==> config.mk <==
export PLATFORM = sky130hd
export DESIGN_NAME = buffer_frame_replacement
export DESIGN_NICKNAME = d
export VERILOG_FILES = /design/src/rtl/bfr_pkg.sv /design/src/rtl/bfr_order.sv /design/src/rtl/buffer_frame_replacement.sv
export SDC_FILE = /design/constraint.sdc
export NUM_CORES = 1
export LEC_CHECK = 0
export BUFFER_PORTS_ARGS = -buffer_cell sky130_fd_sc_hd__buf_2
export CORE_ASPECT_RATIO = 1.5
export CORE_MARGIN = 8
export CORE_UTILIZATION = 50
export CTS_BUF_LIST = sky130_fd_sc_hd__clkbuf_16
export CTS_CLUSTER_DIAMETER = 40
export DETAILED_ROUTE_END_ITERATION = 12
export PLACE_DENSITY = 0.74
export SLEW_MARGIN = 20
export SYNTH_ARGS = -nofsm -noshare
export SYNTH_HDL_FRONTEND = slang
export SYNTH_SLANG_ARGS = --single-unit
export TNS_END_PERCENT = 100
==> constraint.sdc <==
create_clock -name clock -period 34.7 [get_ports clock]
set_input_delay 3.47 -clock clock [delete_from_list [all_inputs] [get_ports clock]]
set_output_delay 3.47 -clock clock [all_outputs]
set_load 0.01 [all_outputs]
==> src/rtl/bfr_pkg.sv <==
// Types, constants and codes of the buffer frame replacement block
`timescale 1ns / 1ps

package bfr_pkg;

   localparam int FRAMES    = 8;
   localparam int FRAME_W   = $clog2(FRAMES);
   localparam int POS_W     = $clog2(FRAMES + 1);
   localparam int PAGE_W    = 24;
   localparam int PIN_W     = 8;
   localparam int CNT_W     = 32;
   localparam int OP_W      = 3;
   localparam int STATUS_W  = 2;
   localparam int MAX_RES   = 8;
   localparam int RES_W     = $clog2(MAX_RES + 1);
   localparam int CFG_W     = 4;
   localparam int CSR_IDX_W = 1;

   localparam logic [OP_W-1:0] OP_PIN   = 3'd0;
   localparam logic [OP_W-1:0] OP_UNPIN = 3'd1;
   localparam logic [OP_W-1:0] OP_DIRTY = 3'd2;
   localparam logic [OP_W-1:0] OP_FORCE = 3'd3;
   localparam logic [OP_W-1:0] OP_FLUSH = 3'd4;

   localparam logic [STATUS_W-1:0] STAT_OK     = 2'd0;
   localparam logic [STATUS_W-1:0] STAT_MISS   = 2'd1;
   localparam logic [STATUS_W-1:0] STAT_PINNED = 2'd2;

   localparam logic [CSR_IDX_W-1:0] CSR_POLICY = 1'b0;
   localparam logic [CSR_IDX_W-1:0] CSR_POOL   = 1'b1;

   localparam logic POLICY_LRU = 1'b1;

   typedef enum logic [1:0] {
      S_IDLE,
      S_FIND,
      S_VICTIM,
      S_FLUSH
   } state_type;

   typedef struct packed {
      logic [OP_W-1:0]   op;
      logic [PAGE_W-1:0] page;
   } req_type;

   typedef struct packed {
      logic [STATUS_W-1:0] status;
      logic                hit;
      logic [FRAME_W-1:0]  frame_index;
      logic                fetch_valid;
      logic                writeback_valid;
      logic [PAGE_W-1:0]   writeback_page;
      logic [CNT_W-1:0]    read_count;
      logic [CNT_W-1:0]    write_count;
      logic                last;
   } rsp_type;

   // Order list update: append a new frame or move one position to the tail
   typedef struct packed {
      logic               append;
      logic               move;
      logic [FRAME_W-1:0] pos;
   } order_cmd_type;

endpackage

==> src/rtl/bfr_order.sv <==
// Replacement order list: frame indices head first, append and move-to-tail
`timescale 1ns / 1ps

module bfr_order (
   input  logic                         clock,
   input  bfr_pkg::order_cmd_type       cmd,
   input  logic [bfr_pkg::POS_W-1:0]    frames_used,
   input  logic [bfr_pkg::FRAME_W-1:0]  rd_pos,
   output logic [bfr_pkg::FRAME_W-1:0]  rd_frame
);
   import bfr_pkg::*;

   logic [FRAME_W-1:0] order_ff [FRAMES];
   logic [FRAME_W-1:0] order_in [FRAMES];
   logic [POS_W-1:0]   tail;

   assign tail     = frames_used - POS_W'(1);
   assign rd_frame = order_ff[rd_pos];

   always_comb begin
      order_in = order_ff;
      if (cmd.append) begin
         // new frame index equals its position
         order_in[cmd.pos] = cmd.pos;
      end
      if (cmd.move) begin
         for (int i = 0; i < FRAMES; i++) begin
            if (POS_W'(i) >= POS_W'(cmd.pos) && POS_W'(i) + POS_W'(1) < frames_used) begin
               order_in[i] = order_ff[(i + 1) % FRAMES];
            end
         end
         order_in[tail[FRAME_W-1:0]] = order_ff[cmd.pos];
      end
   end

   always_ff @(posedge clock) begin
      order_ff <= order_in;
   end

endmodule

==> src/rtl/buffer_frame_replacement.sv <==
// Top level: buffer frame table with FIFO / LRU replacement and its sequencer
`timescale 1ns / 1ps

// Usage
//   Request channel: drive req_data and raise start; the transaction is taken
//   at the rising edge where start is high and busy is low. busy stays high
//   while the sequencer works on it; no new transaction is taken meanwhile.
//   Result channel: each result sits on rsp_data for exactly one cycle with
//   rsp_valid high; rsp_data.last marks the final result of a transaction.
//   The receiver cannot stall: sample every cycle rsp_valid is high.
//   Configuration: csr_we with csr_index/csr_wdata writes policy (index 0)
//   or pool_size (index 1) at the clock edge; write only while idle.
// Timing
//   One shared scan walks the order list, one position a cycle.
//   Pin/unpin/dirty/force: the walk stops at the matching position, or after
//   an end check past the last frame in use when the page is absent.
//   A pin miss that must evict walks the list a second time for the first
//   unpinned frame. Flush walks every frame in use, one result per dirty
//   unpinned frame, or one empty result if none. An unknown op answers in
//   the next cycle without going busy. The final result appears in the
//   cycle that busy falls.
// Reset
//   Synchronous, active high: table empty, counters zero, FIFO, pool 8.

module buffer_frame_replacement (
   input  logic                            clock,
   input  logic                            reset,
   input  logic                            start,
   output logic                            busy,
   input  bfr_pkg::req_type                req_data,
   output logic                            rsp_valid,
   output bfr_pkg::rsp_type                rsp_data,
   input  logic                            csr_we,
   input  logic [bfr_pkg::CSR_IDX_W-1:0]   csr_index,
   input  logic [bfr_pkg::CFG_W-1:0]       csr_wdata
);
   import bfr_pkg::*;

   localparam logic [PIN_W-1:0] PIN_MAX = '1;

   // sequencer
   state_type            state_ff, state_in;
   logic [OP_W-1:0]      op_ff, op_in;
   logic [PAGE_W-1:0]    page_ff, page_in;
   logic [POS_W-1:0]     pos_ff, pos_in;
   logic [RES_W-1:0]     nres_ff, nres_in;
   logic                 pend_valid_ff, pend_valid_in;
   rsp_type              pend_ff, pend_in;
   logic                 rsp_valid_ff, rsp_valid_in;
   rsp_type              rsp_ff, rsp_in;

   // configuration
   logic                 policy_ff;
   logic [CFG_W-1:0]     pool_ff;

   // frame table and counters
   logic [POS_W-1:0]     used_ff, used_in;
   logic [CNT_W-1:0]     reads_ff, reads_in;
   logic [CNT_W-1:0]     writes_ff, writes_in;
   logic [PAGE_W-1:0]    page_mem_ff [FRAMES];
   logic [PAGE_W-1:0]    page_mem_in [FRAMES];
   logic [PIN_W-1:0]     pins_ff [FRAMES];
   logic [PIN_W-1:0]     pins_in [FRAMES];
   logic                 dirty_ff [FRAMES];
   logic                 dirty_in [FRAMES];

   // shared scan unit
   order_cmd_type        ocmd;
   logic [FRAME_W-1:0]   cur_frame;
   logic [FRAME_W-1:0]   new_frame;
   logic [POS_W-1:0]     cap;
   logic                 scan_end;
   logic                 page_match;
   logic                 cur_unpinned;
   logic                 room;
   logic                 flush_done;

   function automatic rsp_type make_rsp(
      input logic [STATUS_W-1:0] status,
      input logic                hit,
      input logic [FRAME_W-1:0]  frame,
      input logic                fetch,
      input logic                wbv,
      input logic [PAGE_W-1:0]   wbp,
      input logic [CNT_W-1:0]    rc,
      input logic [CNT_W-1:0]    wc,
      input logic                last
   );
      rsp_type r;
      r.status          = status;
      r.hit             = hit;
      r.frame_index     = frame;
      r.fetch_valid     = fetch;
      r.writeback_valid = wbv;
      r.writeback_page  = wbp;
      r.read_count      = rc;
      r.write_count     = wc;
      r.last            = last;
      return r;
   endfunction

   bfr_order u_order (
      .clock       (clock),
      .cmd         (ocmd),
      .frames_used (used_ff),
      .rd_pos      (pos_ff[FRAME_W-1:0]),
      .rd_frame    (cur_frame)
   );

   // Capacity: zero counts as one, above the table size clamps to it
   always_comb begin
      if (pool_ff == '0) begin
         cap = POS_W'(1);
      end else if (POS_W'(pool_ff) > POS_W'(FRAMES)) begin
         cap = POS_W'(FRAMES);
      end else begin
         cap = POS_W'(pool_ff);
      end
   end

   assign scan_end     = (pos_ff >= used_ff);
   assign page_match   = (page_mem_ff[cur_frame] == page_ff);
   assign cur_unpinned = (pins_ff[cur_frame] == '0);
   assign room         = (used_ff < cap);
   assign new_frame    = used_ff[FRAME_W-1:0];
   assign flush_done   = scan_end || (nres_ff == RES_W'(MAX_RES));
   assign busy         = (state_ff != S_IDLE);
   assign rsp_valid    = rsp_valid_ff;
   assign rsp_data     = rsp_ff;

   // Next state
   always_comb begin
      state_in = state_ff;
      case (state_ff)
         S_IDLE: begin
            if (start) begin
               if (req_data.op == OP_FLUSH) begin
                  state_in = S_FLUSH;
               end else if (req_data.op inside {OP_PIN, OP_UNPIN, OP_DIRTY, OP_FORCE}) begin
                  state_in = S_FIND;
               end
            end
         end
         S_FIND: begin
            if (scan_end) begin
               state_in = (op_ff == OP_PIN && !room) ? S_VICTIM : S_IDLE;
            end else if (page_match) begin
               state_in = S_IDLE;
            end
         end
         S_VICTIM: begin
            if (scan_end || cur_unpinned) begin
               state_in = S_IDLE;
            end
         end
         S_FLUSH: begin
            if (flush_done) begin
               state_in = S_IDLE;
            end
         end
         default: state_in = S_IDLE;
      endcase
   end

   // Datapath actions and result
   always_comb begin
      op_in         = op_ff;
      page_in       = page_ff;
      pos_in        = pos_ff;
      nres_in       = nres_ff;
      pend_valid_in = pend_valid_ff;
      pend_in       = pend_ff;
      rsp_valid_in  = 1'b0;
      rsp_in        = rsp_ff;
      used_in       = used_ff;
      reads_in      = reads_ff;
      writes_in     = writes_ff;
      page_mem_in   = page_mem_ff;
      pins_in       = pins_ff;
      dirty_in      = dirty_ff;
      ocmd          = '0;

      case (state_ff)
         S_IDLE: begin
            if (start) begin
               op_in         = req_data.op;
               page_in       = req_data.page;
               pos_in        = '0;
               nres_in       = '0;
               pend_valid_in = 1'b0;
               // unknown op: answer at once
               if (!(req_data.op inside {OP_PIN, OP_UNPIN, OP_DIRTY, OP_FORCE, OP_FLUSH})) begin
                  rsp_valid_in = 1'b1;
                  rsp_in = make_rsp(STAT_MISS, 1'b0, '0, 1'b0, 1'b0, '0,
                                    reads_ff, writes_ff, 1'b1);
               end
            end
         end

         S_FIND: begin
            if (scan_end) begin
               if (op_ff == OP_PIN) begin
                  if (room) begin
                     // take a fresh frame at the tail
                     ocmd.append            = 1'b1;
                     ocmd.pos               = new_frame;
                     used_in                = used_ff + POS_W'(1);
                     page_mem_in[new_frame] = page_ff;
                     pins_in[new_frame]     = PIN_W'(1);
                     dirty_in[new_frame]    = 1'b0;
                     reads_in               = reads_ff + CNT_W'(1);
                     rsp_valid_in           = 1'b1;
                     rsp_in = make_rsp(STAT_OK, 1'b0, new_frame, 1'b1, 1'b0, '0,
                                       reads_ff + CNT_W'(1), writes_ff, 1'b1);
                  end else begin
                     // restart the walk for a victim
                     pos_in = '0;
                  end
               end else begin
                  rsp_valid_in = 1'b1;
                  rsp_in = make_rsp(STAT_MISS, 1'b0, '0, 1'b0, 1'b0, '0,
                                    reads_ff, writes_ff, 1'b1);
               end
            end else if (page_match) begin
               rsp_valid_in = 1'b1;
               rsp_in = make_rsp(STAT_OK, 1'b0, cur_frame, 1'b0, 1'b0, '0,
                                 reads_ff, writes_ff, 1'b1);
               case (op_ff)
                  OP_PIN: begin
                     if (pins_ff[cur_frame] != PIN_MAX) begin
                        pins_in[cur_frame] = pins_ff[cur_frame] + PIN_W'(1);
                     end
                     if (policy_ff == POLICY_LRU) begin
                        ocmd.move = 1'b1;
                        ocmd.pos  = pos_ff[FRAME_W-1:0];
                     end
                     rsp_in.hit = 1'b1;
                  end
                  OP_UNPIN: begin
                     if (pins_ff[cur_frame] != '0) begin
                        pins_in[cur_frame] = pins_ff[cur_frame] - PIN_W'(1);
                     end
                  end
                  OP_DIRTY: begin
                     dirty_in[cur_frame] = 1'b1;
                  end
                  OP_FORCE: begin
                     if (!dirty_ff[cur_frame]) begin
                        rsp_in.status = STAT_MISS;
                     end else begin
                        dirty_in[cur_frame] = 1'b0;
                        writes_in           = writes_ff + CNT_W'(1);
                        rsp_in = make_rsp(STAT_OK, 1'b0, cur_frame, 1'b0, 1'b1,
                                          page_mem_ff[cur_frame], reads_ff,
                                          writes_ff + CNT_W'(1), 1'b1);
                     end
                  end
                  default: begin
                     rsp_in.status = STAT_MISS;
                  end
               endcase
            end else begin
               pos_in = pos_ff + POS_W'(1);
            end
         end

         S_VICTIM: begin
            if (scan_end) begin
               rsp_valid_in = 1'b1;
               rsp_in = make_rsp(STAT_PINNED, 1'b0, '0, 1'b0, 1'b0, '0,
                                 reads_ff, writes_ff, 1'b1);
            end else if (cur_unpinned) begin
               // evict: write back if dirty, reload, move to tail
               ocmd.move              = 1'b1;
               ocmd.pos               = pos_ff[FRAME_W-1:0];
               page_mem_in[cur_frame] = page_ff;
               pins_in[cur_frame]     = PIN_W'(1);
               dirty_in[cur_frame]    = 1'b0;
               reads_in               = reads_ff + CNT_W'(1);
               rsp_valid_in           = 1'b1;
               if (dirty_ff[cur_frame]) begin
                  writes_in = writes_ff + CNT_W'(1);
                  rsp_in = make_rsp(STAT_OK, 1'b0, cur_frame, 1'b1, 1'b1,
                                    page_mem_ff[cur_frame], reads_ff + CNT_W'(1),
                                    writes_ff + CNT_W'(1), 1'b1);
               end else begin
                  rsp_in = make_rsp(STAT_OK, 1'b0, cur_frame, 1'b1, 1'b0, '0,
                                    reads_ff + CNT_W'(1), writes_ff, 1'b1);
               end
            end else begin
               pos_in = pos_ff + POS_W'(1);
            end
         end

         S_FLUSH: begin
            if (flush_done) begin
               rsp_valid_in = 1'b1;
               if (pend_valid_ff) begin
                  rsp_in      = pend_ff;
                  rsp_in.last = 1'b1;
               end else begin
                  rsp_in = make_rsp(STAT_OK, 1'b0, '0, 1'b0, 1'b0, '0,
                                    reads_ff, writes_ff, 1'b1);
               end
               pend_valid_in = 1'b0;
            end else begin
               pos_in = pos_ff + POS_W'(1);
               if (dirty_ff[cur_frame] && cur_unpinned) begin
                  // hold each write-back in pend until the next one or the end, so the final one gets last
                  dirty_in[cur_frame] = 1'b0;
                  writes_in           = writes_ff + CNT_W'(1);
                  nres_in             = nres_ff + RES_W'(1);
                  rsp_valid_in        = pend_valid_ff;
                  rsp_in              = pend_ff;
                  pend_valid_in       = 1'b1;
                  pend_in = make_rsp(STAT_OK, 1'b0, cur_frame, 1'b0, 1'b1,
                                     page_mem_ff[cur_frame], reads_ff,
                                     writes_ff + CNT_W'(1), 1'b0);
               end
            end
         end

         default: begin
            rsp_valid_in = 1'b0;
         end
      endcase
   end

   // Control state
   always_ff @(posedge clock) begin
      if (reset) begin
         state_ff      <= S_IDLE;
         pend_valid_ff <= 1'b0;
         rsp_valid_ff  <= 1'b0;
         used_ff       <= '0;
         reads_ff      <= '0;
         writes_ff     <= '0;
         for (int i = 0; i < FRAMES; i++) begin
            pins_ff[i]  <= '0;
            dirty_ff[i] <= 1'b0;
         end
      end else begin
         state_ff      <= state_in;
         pend_valid_ff <= pend_valid_in;
         rsp_valid_ff  <= rsp_valid_in;
         used_ff       <= used_in;
         reads_ff      <= reads_in;
         writes_ff     <= writes_in;
         pins_ff       <= pins_in;
         dirty_ff      <= dirty_in;
      end
   end

   // Configuration registers
   always_ff @(posedge clock) begin
      if (reset) begin
         policy_ff <= 1'b0;
         pool_ff   <= CFG_W'(FRAMES);
      end else if (csr_we) begin
         case (csr_index)
            CSR_POLICY: policy_ff <= csr_wdata[0];
            CSR_POOL:   pool_ff   <= csr_wdata;
            default:    policy_ff <= policy_ff;
         endcase
      end
   end

   // Payload registers
   always_ff @(posedge clock) begin
      op_ff       <= op_in;
      page_ff     <= page_in;
      pos_ff      <= pos_in;
      nres_ff     <= nres_in;
      pend_ff     <= pend_in;
      rsp_ff      <= rsp_in;
      page_mem_ff <= page_mem_in;
   end

endmodule

==> reports/qor.yml <==
dp_hpwl_microns: 53300
end_kind: "register"
seqPwrFrac: 0.382
holdBufCountCts: 0
drt-total-wl_microns: 80800
power.switching_mw: 0.908
gr-usage-met3: 0.0307
p_int_mw: 1.52
cap_violations: 0
worst_pin_slew_ns: 1.17
dp_cells: 3417
synth_enable_flop_cells: 415
synthTopCellsByArea: "edfxtp_1, dfxtp_1, nor2b_1"
hold_class: "reg -> reg"
total_power_mw: 2.42
ys_seq_elements: 588
syn_avg_cell_area_sq_um: 10.8
grt_first_pass_wirelength_microns: 124000
start_kind: "register"
fillers: 4844
criticalPathCategory: "reg -> reg"
place_area_sq_um: 29900
holdPathEnd: "pool_ff[3]$_SDFFE_PP1P_"
drive_above_1_share: 0.131
dp_slack_ns: 27.29
synth.top_cell.area_share: 0.435
fp.dieH_microns: 309
setup_viol: 0
hold_violations: 0
p_leak_nw: 11.1
fin_area_sq_um: 32200
ant_nets: 0
cts_tree: "yes"
async_reset_ff_frac: 0
cts_root_buffer: "clkbuf_16"
cts_sinks: 588
swShare: 0.374
syn_area_sq_um: 28600
skew_ns: 0.0257
drtIter0Drc: 1880
fmax_mhz: 133
cpMaxStageDelayCell: "edfxtp_1"
busiest_layer: "met2"
yosysMostFrequentCell: "edfxtp_1"
required_ns: 35.15
final_cells: 3541
cts_repair_resize_count: 0
path_max_fanout: 59
start_util: 0.504
diodes: 0
period_minus_slack_ns: 7.50
grt_max_degree: 80
worst-path-buf-inv: 2
synth_commonest_cells: "edfxtp_1, nor2_1, nand2_1"
numCtsBuffers: 68
grt_setup_unrepaired: "no"
multi_input_area_sq_um: 11900
cts_buffer_depth: 3
rows: 107
synthCells: 2661
cp_top_family: "simple AND/OR/NAND/NOR gates"
hold_slack_ns: 0.466
synth-main-ff-cell: "edfxtp_1"
clkPwrFrac: 0.290
use_met1: 0.273
ff2ff_path_depth: 15
p_comb_frac: 0.329
slew_headroom: 0.222
post_drt_wl_per_cell_microns: 22.8
synth_top_area_cell: "edfxtp_1"
antenna_found_initial: 1
r2r_setup_slack_ns: 27.20
worst_ir_drop_vdd_mv: 0.0544
regArea_sq_um: 15900
worstPathCellList: "mux2i_1, mux4_2, buf_4, clkinv_2, nor2_4, a32oi_1, and3_1, nor4_1, nand4_1, nor4_1, o21bai_1, a21oi_2, o22ai_1, nor2_2, o211ai_1"
reg2reg_from: "pos_ff[0]$_SDFFCE_PP0P_"
post-route-period-util: 0.216
use_met2: 0.422
finalMaxSlewViolations: 0
arrival_ns: 7.95
viasPerCell: 6.13
clk_pin_slew_worst_paths_ns: 0.06
clock_latency_ns: 0.60
layout.nets: 2784
dieArea_sq_um: 65300
hold_start: "pool_ff[3]$_SDFFE_PP1P_"
vias: 21700
final_core_util: 0.567
grt.overflow.total: 0
syn_nets: 2719
r2r-end: "u_order.order_ff[9]$_DFF_P_"
firstDrtPassIters: 6
gp_routability_congestion: 0.944
drc: 0
die_w_microns: 211
port_buffers: 134
p_per_area_nw_per_um2: 75.4
grt_pass1_vias: 21700
setup_ws_ns: 27.20
synth.distinct_cells: 92
io_pins: 135
tns_ns: 0
yosys_warnings: 0
syn_to_final_growth_pct: 12.4
outcome: "finished, final reports clean"
track_usage: 0.242
synth.yosys.seq_area_share: 0.557
hold_depth: 1
cpMostUsedCell: "nor4_1"
ctsHtreeMaxLevel: 3
core_sq_um: 56800
slowest_delay_ns: 0.84
post_cts_buffers: 0
## layout by cell type (no fill, tap or decap), types with 55 or more instances in the layout
cell,count
a22oi_1,71
inv_1,55
o21ai_0,149
clkbuf_16,70
nand2_1,226
buf_2,133
nor2b_1,178
dfxtp_1,173
nor3_1,71
a21oi_1,131
nor2_1,258
edfxtp_1,415
mux2i_1,103
## flip-flops by register name (all words and copies together) (netlist names), named ones only
signal and count:
u_order.order_ff 24, page_ff 24, used_ff 4, reads_ff 32, page_mem_ff 192, pos_ff 4
pend_valid_ff 1, nres_ff 4, state_ff 2, pool_ff 4, rsp_valid 1, policy_ff 1
pins_ff 64, writes_ff 32, op_ff 3, pend_ff 91, rsp_data 97
## worst max-delay path by stage
stage | startpoint | end | slack [ns] | cells after the start
2_1_floorplan | pos_ff[0]$_SDFFCE_PP0P_ | pend_ff[10]$_DFFE_PP_ | 21.96 | 12
3_3_place_gp | pos_ff[0]$_SDFFCE_PP0P_ | rsp_data[71]$_SDFFCE_PP0P_ | 27.48 | 13
3_5_place_dp | pos_ff[0]$_SDFFCE_PP0P_ | rsp_data[71]$_SDFFCE_PP0P_ | 27.29 | 13
4_1_cts | pos_ff[0]$_SDFFCE_PP0P_ | rsp_data[65]$_SDFFCE_PP0P_ | 27.25 | 13
5_1_grt | pos_ff[0]$_SDFFCE_PP0P_ | u_order.order_ff[9]$_DFF_P_ | 26.77 | 15
6_report | pos_ff[0]$_SDFFCE_PP0P_ | u_order.order_ff[9]$_DFF_P_ | 27.20 | 15
## cell families (layout without fill, tap and decap cells)
group	count (synthesis)	after routing	share of synthesized area
mux	133	133	0.0516
fa+ha+maj	22	22	0.00962
xor+xnor	93	93	0.0285
buf+inv	225	342	0.0347
simple gates	994	994	0.177
flops	588	588	0.557
compound gates	606	606	0.142
## worst register-to-register path, delay by kind of cell, from the launching register on
kind / cells / cell delay [ns]
AO/OA/AOI/OAI: 5 / 1.69
buffers and inverters: 2 / 1.35
flip-flops: 1 / 0.84
multiplexers: 2 / 0.56
AND/OR/NAND/NOR: 6 / 2.92
## power groups by stage
| stage | registers (mW) | logic [mW] | clock network [mW] |
|---|---|---|---|
| finish | 0.926 | 0.797 | 0.702 |
| global placement | 0.939 | 0.767 | 0 |
| CTS | 0.927 | 0.783 | 0.713 |
| detailed placement | 0.941 | 0.780 | 0 |
| floorplan | 0.967 | 0.485 | 0 |
| global route | 0.937 | 0.851 | 0.742 |
## layout make-up
class	count	area share
Timing Repair Buffer	167	0.0299
Clock inverter	52	0.0145
Tap cell	763	0.0297
Clock buffer	70	0.0545
Inverter	53	0.00646
Multi-Input combinational cell	1848	0.370
Sequential cell	588	0.495
## per-layer routing
layer	part of all wire	vias to the layer above
met4	0.070	0
met5	0	-
met2	0.50	1033
li1	-	9930
met3	0.068	276
met1	0.36	10500
Power figures use the tool's default switching activity.
